$ cat config.mk
export PLATFORM = sky130hd
export DESIGN_NAME = modular_arithmetic_unit
export DESIGN_NICKNAME = d
export VERILOG_FILES = /design/src/sv/mau_pkg.sv /design/src/sv/mau_mod_step.sv /design/src/sv/modular_arithmetic_unit.sv
export SDC_FILE = /design/constraint.sdc
export NUM_CORES = 2
export LEC_CHECK = 0
export BUFFER_PORTS_ARGS = -buffer_cell sky130_fd_sc_hd__buf_2
export CAP_MARGIN = 5
export CORE_MARGIN = 10
export CORE_UTILIZATION = 40
export CTS_BUF_LIST = sky130_fd_sc_hd__clkbuf_4 sky130_fd_sc_hd__clkbuf_8
export CTS_CLUSTER_SIZE = 16
export DETAILED_ROUTE_END_ITERATION = 7
export PLACE_DENSITY = 0.54
export REMOVE_ABC_BUFFERS = 1
export SYNTH_ARGS = -nofsm -noshare
export SYNTH_HDL_FRONTEND = slang
export SYNTH_SLANG_ARGS = --single-unit
$ cat constraint.sdc
create_clock -name clk_i -period 12.5 [get_ports clk_i]
set_input_delay 1.25 -clock clk_i [delete_from_list [all_inputs] [get_ports clk_i]]
set_output_delay 1.25 -clock clk_i [all_outputs]
set_load 0.05 [all_outputs]
$ cat src/sv/mau_pkg.sv
// ----------------------------------------------------------------------------
// mau_pkg: shared types and constants of the modular arithmetic unit
// Widths, opcode codes, sequencer states and the modulus reset value.
// ----------------------------------------------------------------------------
package mau_pkg;

  // residue and modulus width
  localparam int MOD_W = 31;
  // signed operand width
  localparam int OP_W = 64;
  // exponent field width as used by the power opcode
  localparam int EXP_W = 64;
  // exponent register width: holds the magnitude and also modulus minus two
  localparam int E_BITS = (EXP_W > MOD_W) ? EXP_W : MOD_W;
  // step counter: counts operand bits during reduction, multiplier bits otherwise
  localparam int CNT_W = $clog2(OP_W);
  // exponent bit counter
  localparam int ECNT_W = $clog2(E_BITS);

  localparam logic [MOD_W-1:0] MOD_RESET = MOD_W'(998244353);

  typedef enum logic [3:0] {
    CMD_REDUCE = 4'd0,
    CMD_ADD    = 4'd1,
    CMD_SUB    = 4'd2,
    CMD_MUL    = 4'd3,
    CMD_NEG    = 4'd4,
    CMD_POW    = 4'd5,
    CMD_INV    = 4'd6,
    CMD_DIV    = 4'd7,
    CMD_EQUAL  = 4'd8
  } cmd_e;

  typedef enum logic [2:0] {
    ST_IDLE,
    ST_RED_A,
    ST_RED_B,
    ST_EXEC,
    ST_SQR,
    ST_MULB,
    ST_MUL,
    ST_DONE
  } state_e;

endpackage

$ cat src/sv/mau_mod_step.sv
// ----------------------------------------------------------------------------
// mau_mod_step: shared double-and-add modular step
// Returns (2*rem + addend) mod m for rem, addend below m, using two trial
// subtractions. Serves both operand reduction and shift-add multiplication.
// ----------------------------------------------------------------------------
module mau_mod_step (
  input  logic [mau_pkg::MOD_W-1:0] rem_i,
  input  logic [mau_pkg::MOD_W-1:0] addend_i,
  input  logic [mau_pkg::MOD_W-1:0] mod_i,
  output logic [mau_pkg::MOD_W-1:0] rem_o
);

  logic [mau_pkg::MOD_W+1:0] sum;
  logic [mau_pkg::MOD_W+1:0] mod_x1;
  logic [mau_pkg::MOD_W+1:0] mod_x2;
  logic [mau_pkg::MOD_W+1:0] diff1;
  logic [mau_pkg::MOD_W+1:0] diff2;

  // sum stays below three times the modulus
  assign sum    = {1'b0, rem_i, 1'b0} + {2'b00, addend_i};
  assign mod_x1 = {2'b00, mod_i};
  assign mod_x2 = {1'b0, mod_i, 1'b0};
  assign diff1  = sum - mod_x1;
  assign diff2  = sum - mod_x2;

  // pick the one candidate that lands in [0, m)
  always_comb begin
    if (sum >= mod_x2) begin
      rem_o = diff2[mau_pkg::MOD_W-1:0];
    end else if (sum >= mod_x1) begin
      rem_o = diff1[mau_pkg::MOD_W-1:0];
    end else begin
      rem_o = sum[mau_pkg::MOD_W-1:0];
    end
  end

endmodule

$ cat src/sv/modular_arithmetic_unit.sv
// ----------------------------------------------------------------------------
// modular_arithmetic_unit: modular ALU with a configurable modulus
// Sequence per request: reduce |a| and |b| bit by bit (ST_RED_A, ST_RED_B), then one execute
// state that finishes reduce, add, sub, neg and equal; mul then runs a shift-add multiply. Pow, inv
// and div square for every exponent bit and multiply for every set bit; negative pow repeats this
// with exponent modulus-2, div ends in a multiply. Modulus below two goes straight to done.
// A new request is taken once idle again after the one-cycle strobe; reset sets modulus to 998244353.
// ----------------------------------------------------------------------------
module modular_arithmetic_unit (
  input  logic                        clk_i,
  input  logic                        rst_ni,
  input  logic                        modulus_we_i,
  input  logic [mau_pkg::MOD_W-1:0]   modulus_i,
  input  logic                        start,
  output logic                        busy,
  input  logic [3:0]                  cmd_i,
  input  logic [mau_pkg::OP_W-1:0]    operand_a_i,
  input  logic [mau_pkg::OP_W-1:0]    operand_b_i,
  input  logic [mau_pkg::OP_W-1:0]    exponent_i,
  output logic                        result_valid_o,
  output logic [mau_pkg::MOD_W-1:0]   result_o,
  output logic                        is_equal_o
);

  localparam int MW = mau_pkg::MOD_W;
  localparam int OW = mau_pkg::OP_W;
  localparam int EB = mau_pkg::E_BITS;
  localparam int CW = mau_pkg::CNT_W;
  localparam int EC = mau_pkg::ECNT_W;
  localparam int EXP_MSB = mau_pkg::EXP_W - 1;

  // control registers
  mau_pkg::state_e state_q, state_d;
  logic [MW-1:0]   mod_q;
  logic [CW-1:0]   cnt_q, cnt_d;
  logic [EC-1:0]   ecnt_q, ecnt_d;
  logic            pass_q, pass_d;

  // payload registers
  mau_pkg::cmd_e   cmd_q, cmd_d;
  logic            a_neg_q, a_neg_d;
  logic            b_neg_q, b_neg_d;
  logic            e_neg_q, e_neg_d;
  logic [OW-1:0]   b_mag_q, b_mag_d;
  logic [OW-1:0]   sh_q, sh_d;
  logic [EB-1:0]   e_q, e_d;
  logic [MW-1:0]   ra_q, ra_d;
  logic [MW-1:0]   rb_q, rb_d;
  logic [MW-1:0]   r_q, r_d;
  logic [MW-1:0]   mx_q, mx_d;
  logic [MW-1:0]   acc_q, acc_d;
  logic [MW-1:0]   base_q, base_d;
  logic [MW-1:0]   res_q, res_d;
  logic            eq_q, eq_d;

  // combinational helpers
  logic [MW-1:0]   addend;
  logic [MW-1:0]   step_out;
  logic [OW-1:0]   a_mag;
  logic [EXP_MSB:0] e_raw;
  logic [EXP_MSB:0] e_mag;
  logic [EB-1:0]   e_inv;
  logic            red_last;
  logic            mul_last;
  logic            exp_last;
  logic            mod_small;
  logic            next_pass;
  logic [MW:0]     add_sum;
  logic [MW:0]     sub_sum;
  logic [MW-1:0]   add_res;
  logic [MW-1:0]   sub_res;
  logic [MW-1:0]   neg_res;

  // signed value fix-up: residue of the magnitude turned into residue of -x
  function automatic logic [MW-1:0] fix_sign(logic [MW-1:0] r, logic neg, logic [MW-1:0] m);
    logic [MW-1:0] v;
    v = r;
    if (neg && (r != '0)) begin
      v = m - r;
    end
    return v;
  endfunction

  // shared arithmetic unit
  mau_mod_step u_step (
    .rem_i    (r_q),
    .addend_i (addend),
    .mod_i    (mod_q),
    .rem_o    (step_out)
  );

  // addend: operand bit during reduction, multiplicand during multiplies
  always_comb begin
    if (!sh_q[OW-1]) begin
      addend = '0;
    end else if ((state_q == mau_pkg::ST_RED_A) || (state_q == mau_pkg::ST_RED_B)) begin
      addend = MW'(1);
    end else begin
      addend = mx_q;
    end
  end

  // request decode and status terms
  assign a_mag     = operand_a_i[OW-1] ? (~operand_a_i + OW'(1)) : operand_a_i;
  assign e_raw     = exponent_i[EXP_MSB:0];
  assign e_mag     = e_raw[EXP_MSB] ? (~e_raw + (EXP_MSB+1)'(1)) : e_raw;
  assign e_inv     = EB'(mod_q - MW'(2));
  assign red_last  = (cnt_q == CW'(OW - 1));
  assign mul_last  = (cnt_q == CW'(MW - 1));
  assign exp_last  = (ecnt_q == EC'(EB - 1));
  assign mod_small = (mod_q < MW'(2));
  assign next_pass = (cmd_q == mau_pkg::CMD_POW) && e_neg_q && !pass_q;

  // simple opcodes
  assign add_sum = {1'b0, ra_q} + {1'b0, rb_q};
  assign sub_sum = {1'b0, ra_q} + ({1'b0, mod_q} - {1'b0, rb_q});
  assign add_res = (add_sum >= {1'b0, mod_q}) ? MW'(add_sum - {1'b0, mod_q}) : add_sum[MW-1:0];
  assign sub_res = (sub_sum >= {1'b0, mod_q}) ? MW'(sub_sum - {1'b0, mod_q}) : sub_sum[MW-1:0];
  assign neg_res = (ra_q != '0) ? (mod_q - ra_q) : '0;

  // next state
  always_comb begin
    state_d = state_q;
    unique case (state_q)
      mau_pkg::ST_IDLE: begin
        if (start) begin
          state_d = mod_small ? mau_pkg::ST_DONE : mau_pkg::ST_RED_A;
        end
      end
      mau_pkg::ST_RED_A: begin
        if (red_last) state_d = mau_pkg::ST_RED_B;
      end
      mau_pkg::ST_RED_B: begin
        if (red_last) state_d = mau_pkg::ST_EXEC;
      end
      mau_pkg::ST_EXEC: begin
        case (cmd_q)
          mau_pkg::CMD_MUL: state_d = mau_pkg::ST_MUL;
          mau_pkg::CMD_POW,
          mau_pkg::CMD_INV,
          mau_pkg::CMD_DIV: state_d = mau_pkg::ST_SQR;
          default:          state_d = mau_pkg::ST_DONE;
        endcase
      end
      mau_pkg::ST_SQR,
      mau_pkg::ST_MULB: begin
        if (mul_last) begin
          if ((state_q == mau_pkg::ST_SQR) && e_q[EB-1]) begin
            state_d = mau_pkg::ST_MULB;
          end else if (!exp_last) begin
            state_d = mau_pkg::ST_SQR;
          end else if (next_pass) begin
            state_d = mau_pkg::ST_SQR;
          end else if (cmd_q == mau_pkg::CMD_DIV) begin
            state_d = mau_pkg::ST_MUL;
          end else begin
            state_d = mau_pkg::ST_DONE;
          end
        end
      end
      mau_pkg::ST_MUL: begin
        if (mul_last) state_d = mau_pkg::ST_DONE;
      end
      mau_pkg::ST_DONE: begin
        state_d = mau_pkg::ST_IDLE;
      end
      default: state_d = mau_pkg::ST_IDLE;
    endcase
  end

  // handshake outputs
  always_comb begin
    busy           = (state_q != mau_pkg::ST_IDLE);
    result_valid_o = (state_q == mau_pkg::ST_DONE);
  end

  assign result_o   = res_q;
  assign is_equal_o = eq_q;

  // datapath next values
  always_comb begin
    cmd_d   = cmd_q;
    a_neg_d = a_neg_q;
    b_neg_d = b_neg_q;
    e_neg_d = e_neg_q;
    b_mag_d = b_mag_q;
    sh_d    = sh_q;
    e_d     = e_q;
    ra_d    = ra_q;
    rb_d    = rb_q;
    r_d     = r_q;
    mx_d    = mx_q;
    acc_d   = acc_q;
    base_d  = base_q;
    res_d   = res_q;
    eq_d    = eq_q;
    cnt_d   = cnt_q;
    ecnt_d  = ecnt_q;
    pass_d  = pass_q;

    unique case (state_q)
      mau_pkg::ST_IDLE: begin
        if (start) begin
          cmd_d   = mau_pkg::cmd_e'(cmd_i);
          a_neg_d = operand_a_i[OW-1];
          b_neg_d = operand_b_i[OW-1];
          b_mag_d = operand_b_i[OW-1] ? (~operand_b_i + OW'(1)) : operand_b_i;
          e_neg_d = e_raw[EXP_MSB];
          e_d     = EB'(e_mag);
          sh_d    = a_mag;
          r_d     = '0;
          cnt_d   = '0;
          res_d   = '0;
          eq_d    = mod_small && (cmd_i == mau_pkg::CMD_EQUAL);
        end
      end

      // reduce |a| then |b| one bit a cycle, MSB first
      mau_pkg::ST_RED_A,
      mau_pkg::ST_RED_B: begin
        r_d   = step_out;
        sh_d  = sh_q << 1;
        cnt_d = cnt_q + CW'(1);
        if (red_last) begin
          r_d   = '0;
          cnt_d = '0;
          if (state_q == mau_pkg::ST_RED_A) begin
            ra_d = fix_sign(step_out, a_neg_q, mod_q);
            sh_d = b_mag_q;
          end else begin
            rb_d = fix_sign(step_out, b_neg_q, mod_q);
          end
        end
      end

      // results of the simple opcodes, or launch of the multiply / power sequence
      mau_pkg::ST_EXEC: begin
        r_d   = '0;
        cnt_d = '0;
        case (cmd_q)
          mau_pkg::CMD_REDUCE: res_d = ra_q;
          mau_pkg::CMD_ADD:    res_d = add_res;
          mau_pkg::CMD_SUB:    res_d = sub_res;
          mau_pkg::CMD_NEG:    res_d = neg_res;
          mau_pkg::CMD_EQUAL: begin
            res_d = '0;
            eq_d  = (ra_q == rb_q);
          end
          mau_pkg::CMD_MUL: begin
            mx_d = ra_q;
            sh_d = {rb_q, {(OW-MW){1'b0}}};
          end
          mau_pkg::CMD_POW,
          mau_pkg::CMD_INV,
          mau_pkg::CMD_DIV: begin
            acc_d  = MW'(1);
            ecnt_d = '0;
            pass_d = 1'b0;
            mx_d   = MW'(1);
            sh_d   = {MW'(1), {(OW-MW){1'b0}}};
            if (cmd_q == mau_pkg::CMD_DIV) begin
              base_d = rb_q;
            end else begin
              base_d = ra_q;
            end
            if (cmd_q != mau_pkg::CMD_POW) begin
              e_d = e_inv;
            end
          end
          default: res_d = '0;
        endcase
      end

      // square-and-multiply, exponent MSB first
      mau_pkg::ST_SQR,
      mau_pkg::ST_MULB: begin
        r_d   = step_out;
        sh_d  = sh_q << 1;
        cnt_d = cnt_q + CW'(1);
        if (mul_last) begin
          acc_d = step_out;
          r_d   = '0;
          cnt_d = '0;
          if ((state_q == mau_pkg::ST_SQR) && e_q[EB-1]) begin
            mx_d = base_q;
            sh_d = {step_out, {(OW-MW){1'b0}}};
          end else begin
            e_d    = e_q << 1;
            ecnt_d = ecnt_q + EC'(1);
            if (!exp_last) begin
              mx_d = step_out;
              sh_d = {step_out, {(OW-MW){1'b0}}};
            end else if (next_pass) begin
              // inverse of the positive power
              pass_d = 1'b1;
              base_d = step_out;
              acc_d  = MW'(1);
              e_d    = e_inv;
              ecnt_d = '0;
              mx_d   = MW'(1);
              sh_d   = {MW'(1), {(OW-MW){1'b0}}};
            end else if (cmd_q == mau_pkg::CMD_DIV) begin
              mx_d = ra_q;
              sh_d = {step_out, {(OW-MW){1'b0}}};
            end else begin
              res_d = step_out;
            end
          end
        end
      end

      // plain multiply
      mau_pkg::ST_MUL: begin
        r_d   = step_out;
        sh_d  = sh_q << 1;
        cnt_d = cnt_q + CW'(1);
        if (mul_last) begin
          res_d = step_out;
          cnt_d = '0;
        end
      end

      mau_pkg::ST_DONE: begin
        cnt_d = '0;
      end

      default: begin
        cnt_d = '0;
      end
    endcase
  end

  // control state and modulus register
  always_ff @(posedge clk_i or negedge rst_ni) begin
    if (!rst_ni) begin
      state_q <= mau_pkg::ST_IDLE;
      mod_q   <= mau_pkg::MOD_RESET;
      cnt_q   <= '0;
      ecnt_q  <= '0;
      pass_q  <= 1'b0;
    end else begin
      state_q <= state_d;
      cnt_q   <= cnt_d;
      ecnt_q  <= ecnt_d;
      pass_q  <= pass_d;
      if (modulus_we_i) begin
        mod_q <= modulus_i;
      end
    end
  end

  // payload registers
  always_ff @(posedge clk_i) begin
    cmd_q   <= cmd_d;
    a_neg_q <= a_neg_d;
    b_neg_q <= b_neg_d;
    e_neg_q <= e_neg_d;
    b_mag_q <= b_mag_d;
    sh_q    <= sh_d;
    e_q     <= e_d;
    ra_q    <= ra_d;
    rb_q    <= rb_d;
    r_q     <= r_d;
    mx_q    <= mx_d;
    acc_q   <= acc_d;
    base_q  <= base_d;
    res_q   <= res_d;
    eq_q    <= eq_d;
  end

endmodule
### Word-level counts from Yosys, hierarchy flattened

Cells that the tools add are included.

| cells by class | value |
|---|---|
| reductions and logical operators | 36 |
| mux-type cells | 87 |
| shift-type cells | 0 |
| bitwise gates (word level) | 4 |
| multiply operators | 0 |
| $lt $le $gt $ge | 5 |
| equality and inequality tests | 37 |
| add/sub/neg operators | 16 |
| divide/modulo/power cells | 0 |

Operator list:

| operator | count |
|---|---|
| $mux W64 | 17 |
| $mux W31 | 29 |
| $pmux W64 S5 | 1 |
| $pmux W31 S5 | 2 |
| $add A64 B1 Y64 const B | 3 |
| $not A64 Y64 | 3 |
| $pmux W64 S3 | 1 |
| $pmux W31 S2 | 3 |
| $sub A31 B31 Y31 | 6 |
| $pmux W64 S2 | 1 |
| $pmux W31 S4 | 1 |
| $ge A32 B31 Y1 | 2 |
| $mux W63 | 1 |
| $reduce_bool A31 Y1 | 2 |
| $mux W6 | 8 |
| $add A32 B31 Y33 | 1 |
| $ge A33 B31 Y1 | 1 |
| $ge A33 B32 Y1 | 1 |
| $add A31 B31 Y32 | 1 |
| $add A31 B32 Y32 | 1 |
| $sub A31 B2 Y32 const B | 1 |
| $sub A31 B31 Y32 | 1 |
| $eq A31 B31 Y1 | 1 |
| $lt A31 B2 Y1 const B | 1 |
| other kinds (42) | 96 |

| storage, ports and cells | value |
|---|---|
| logic and storage cells | 205 |
| output and inout bits | 34 |
| bits of input ports | 231 |
| memories | 0 |
| bits in writable memories | 0 |
| flip-flop bits (word level) | 433 |
| ROM bits | 0 |
| bits in latches | 0 |

### Depth between registers and ports, before layout

| logic depth | value |
|---|---|
| depth in word-level cells | 14 |
| mapped depth | 48 |
| mapped depth without buffers | 42 |

### Cells and area by module

From an unflattened synthesis, not the netlist that was laid out.

| second synthesis, totals | value |
|---|---|
| cell total of the unflattened synthesis | 4657 |
| area total of the unflattened synthesis | 40734.1 um^2 |

Modules (own cells, without submodules):

| module | times used | area each (um^2) | cells each |
|---|---|---|---|
| modular_arithmetic_unit | 1 | 35046.1 | 3822 |
| mau_mod_step | 1 | 5688.0 | 835 |

### Worst setup path after synthesis

Ideal clock, no wire load.

| timing path | value |
|---|---|
| path kind | reg-to-reg |
| from | reg state_q[1] |
| to | reg rb_q[29], data pin |
| setup slack | 4134 ps |
| data required time | 12222 ps |
| path buffers | 8 |
| stages on the path, launching flop included | 47 |
| arrival time | 8088 ps |
| setup time | 278 ps |
| path through | dfrtp_1 clkbuf_1 xnor2_1 nor2_1 nor2b_1 clkbuf_1 and2_1 ha_1 a21oi_1 nand2_1 a31oi_1 a211oi_1 or4_4 a21o_1 a21o_1 a21o_1 a21oi_1 o21ai_0 [... 11 more ...] buf_4 buf_4 buf_4 o21ai_1 ha_1 clkbuf_1 a21oi_1 o21bai_1 a21oi_1 nor2b_1 o21a_1 o21ai_0 nand2b_1 a211oi_1 o31ai_1 xor2_1 nor2_1 a21oi_1 |

| on the way | value |
|---|---|
| longest elaborated chain between the ends | 11 |

Ends and longest elaborated chain:

| what | RTL line | text |
|---|---|---|
| start: declaration | modular_arithmetic_unit.sv:33 | `mau_pkg::state_e state_q, state_d;` |
| start signal: assignment | modular_arithmetic_unit.sv:336 | `state_q <= mau_pkg::ST_IDLE;` |
| start signal: assignment | modular_arithmetic_unit.sv:342 | `state_q <= state_d;` |
| $eq A3 B1 Y1 / $eq A3 B2 Y1 (equally long branches) | modular_arithmetic_unit.sv:96 | `end else if ((state_q == mau_pkg::ST_RED_A) \|\| (state_q == mau_pkg::ST_RED_B)) begin` |
| $logic_or A1 B1 Y1 * | modular_arithmetic_unit.sv:96 |  |
| $mux W31 * | modular_arithmetic_unit.sv:96 |  |
| $mux W31 * | modular_arithmetic_unit.sv:94 | `if (!sh_q[OW-1]) begin` |
| $add A32 B31 Y33 * | mau_mod_step.sv:20 | `assign sum = {1'b0, rem_i, 1'b0} + {2'b00, addend_i};` |
| $sub A31 B31 Y31 / $ge A33 B31 Y1 (equally long branches) | mau_mod_step.sv:23, mau_mod_step.sv:30 |  |
| $mux W31 | mau_mod_step.sv:30 | `end else if (sum >= mod_x1) begin` |
| $mux W31 * | mau_mod_step.sv:28 | `if (sum >= mod_x2) begin` |
| parallel branches: the longest is 2 deep, another holds $sub A31 B31 Y31 | n/a |  |
| $mux W31 * | modular_arithmetic_unit.sv:78 | `if (neg && (r != '0)) begin` |
| end signal: assignment | modular_arithmetic_unit.sv:362 | `rb_q <= rb_d;` |
| end: declaration | modular_arithmetic_unit.sv:48 | `logic [MW-1:0] rb_q, rb_d;` |

Every way passes the cells marked *.
A chain may end at the register's enable or synchronous reset.

### Worst setup path in the final report

| timing path | value |
|---|---|
| from | reg state_q[2] |
| to | reg ra_q[15], data pin |

| on the way | value |
|---|---|
| longest elaborated chain between the ends | 11 |

Ends and longest elaborated chain:

| what | RTL line | text |
|---|---|---|
| $eq A3 B1 Y1 / $eq A3 B2 Y1 (equally long branches) | modular_arithmetic_unit.sv:96 |  |
| $logic_or A1 B1 Y1 * | modular_arithmetic_unit.sv:96 |  |
| $mux W31 * | modular_arithmetic_unit.sv:96 |  |
| $mux W31 * | modular_arithmetic_unit.sv:94 |  |
| $add A32 B31 Y33 * | mau_mod_step.sv:20 |  |
| $sub A31 B31 Y31 / $ge A33 B31 Y1 (equally long branches) | mau_mod_step.sv:23, mau_mod_step.sv:30 |  |
| $mux W31 | mau_mod_step.sv:30 |  |
| $mux W31 * | mau_mod_step.sv:28 |  |
| parallel branches: the longest is 2 deep, another holds $sub A31 B31 Y31 | n/a |  |
| $mux W31 * | modular_arithmetic_unit.sv:78 |  |
| end signal: assignment | modular_arithmetic_unit.sv:361 | `ra_q <= ra_d;` |
| end: declaration | modular_arithmetic_unit.sv:47 | `logic [MW-1:0] ra_q, ra_d;` |

Marks and branches as above.

==> results_dict.tcl <==
set metrics [dict create \
    status "finished, final reports clean" \
    cts.clk_slew.worst_paths_ns 0.06 \
    postCtsSetupRepairBufs 0 \
    final_cell_mix "edfxtp_1 (386), nand2_1 (379), o21ai_0 (364)" \
    slew_violations 0 \
    synthAdderAreaFrac_pct 10.8 \
    period_share_pct 87.6 \
    arrival_ns 11.42 \
    cts.htree.levels 3 \
    syn_area_per_cell_um2 8.89 \
    required_ns 12.97 \
    first_iter_violations 4280 \
    synthXorXnorAreaFrac_pct 10.7 \
    ios 265 \
    hold_viol 0 \
    fin_util_pct 45.1 \
    fin_tns_setup_ns 0 \
    placedCellCount 5860 \
    crit_path_max_incr_delay_ns 0.89 \
    synthFlopType "edfxtp_1" \
    start_util_pct 40.2 \
    hp-class "register to register" \
    coreArea_um2 98000 \
    startpoint "state_q[2]" \
    cp_top_family "simple AND/OR/NAND/NOR gates" \
    worstSetupEndpointType "register" \
    final_common_cell "edfxtp_1" \
    netlist_area_um2 39400 \
    grt_pass1_wl_mm 240 \
    dr.pass1.iters 7 \
    ys_types 100 \
    wl_mm 165 \
    route.detailed.drc 0 \
    yosysWarnings 0 \
    grt_pass1_vias 35700 \
    yosys-mux-area-fraction_pct 2.60 \
    cp_slowest_cell "dfrtp_1" \
    dieWidth_um 334 \
    dieArea_um2 111000 \
    critical-path-top-cell-by-count "buf_4" \
    place_congestion 1.02 \
    grt_max_degree 68 \
    clock_latency_ns 0.75 \
    vias_per_cell 6.20 \
    fin_nets 5203 \
    syn_inst 4431 \
    antenna_left 0 \
    crit_buf_inv 6 \
    vias 37400 \
    finalSetupViolations 0 \
    drv_cap 0 \
    cts_made_buffers 89 \
    r2r_start "state_q[2]" \
    rsz0062_at_grt "false" \
    rows 115 \
    critPathMaxFanout 30 \
    wl_per_cell_um 27.3 \
    synth_top_family_by_area "compound AO/OA/AOI/OAI gates" \
    ys_async_sr_fraction_pct 10.9 \
    start_kind "register" \
    synth_compound_area_share_pct 24.0 \
    crit_type "register to register" \
    relSlewSlack_pct 20.0 \
    hold_path.startpoint "cnt_q[4]" \
    grt_antenna_before_repair 31 \
    overflow 0 \
    period_needed_ns 10.95 \
    io_buffers 264 \
    cts_resized 0 \
    ys_seq_area_share_pct 32.4 \
    cts.sink_count 433 \
    stdcell_count 6029 \
    dp_hpwl_mm 127 \
    setup_ws_ns 1.55 \
    synth_edf_count 386 \
    timing.fmax_mhz 91.3 \
    yosys.area_share.simple_pct 15.3 \
    cts.path.max_buffers 3 \
    area_growth_pct 12.1 \
    die-height_um 334 \
    grt_util_all_layers_pct 28.5 \
    drive_above_1_share_pct 13.1 \
    holdBufCountCts 0 \
    worst_pin_slew_ns 1.17 \
    cts_tree "yes" \
    dp_slack_ns 1.86 \
    finClkSkew_ns 0.0549 \
    ys_seq_elements 433 \
    cts.root.buffer_cell "clkbuf_8" \
]
-- cells by family (layout without fill, tap and decap cells) --
family | Yosys count | in the layout
other cells | 0 | 8
mux | 99 | 99
buf+inv | 436 | 739
simple gates | 1230 | 1230
flops | 433 | 433
fa+ha+maj | 318 | 318
xor+xnor | 479 | 479
compound gates | 1436 | 1436
-- synthesized netlist by cell type (42+ instances only) --
cell type | count | area [um^2]
a21o_1 | 104 | 781
a21oi_1 | 328 | 1640
a221oi_1 | 52 | 455
and2_1 | 42 | 263
clkbuf_1 | 164 | 616
edfxtp_1 | 386 | 11600
ha_1 | 270 | 3380
inv_1 | 222 | 833
mux2i_1 | 72 | 721
nand2_1 | 381 | 1430
nand2b_1 | 53 | 332
nand3_1 | 79 | 395
nor2_1 | 291 | 1090
nor2b_1 | 47 | 294
nor3_1 | 75 | 375
o21ai_0 | 365 | 1830
o221ai_1 | 47 | 412
o22ai_1 | 65 | 407
o31ai_1 | 65 | 488
or3_1 | 55 | 344
xnor2_1 | 288 | 2520
xor2_1 | 191 | 1670
-- flip-flops by register name (all words and copies together), names as in the netlist, 31 cells and up --
signal,count
ra_q,31
mx_q,31
sh_q,64
e_q,64
base_q,31
b_mag_q,64
result_o,31
mod_q,31
r_q,31
rb_q,31
-- final timing paths --
kind,endpoint,slack [ns],cells past startpoint
max,ra_q[15],1.55,36
min,cnt_q[4],0.48,1
max reg2reg,ra_q[15],1.55,36
min reg2reg,cnt_q[4],0.48,1
max in group asynchronous,cnt_q[5],11.11,2
min in group asynchronous,mod_q[26],0.71,2
-- through the flow --
stage / cell area, um^2 / hold slack, ns
floorplan: 38500 / 0.438
global placement: 42300 / 0.465
detailed placement: 42300 / 0.461
CTS: 44100 / 0.478
global route: 44100 / 0.502
finish: 44200 / 0.478
-- layout make-up --
type	instances	area [um^2]
clock buffers	121	1480
diodes	8	20.0
well taps	1287	1610
multi-input cells	3562	25100
clock inverters	40	355
flip-flops and latches	433	12800
inverters	224	841
fillers	9664	53800
repair buffers	354	2000
-- per-layer routing --
layer  track usage, %  wire [um]  up-vias
met5                0        212        -
met4             14.1       8800       34
met3             5.81      16600      315
met2             42.7      69600     1899
met1             38.6      69400    18000
li1                 -          -    17100
Power is not shown: default switching activity piles up to over one toggle a cycle in this logic, so the estimate is an artifact.
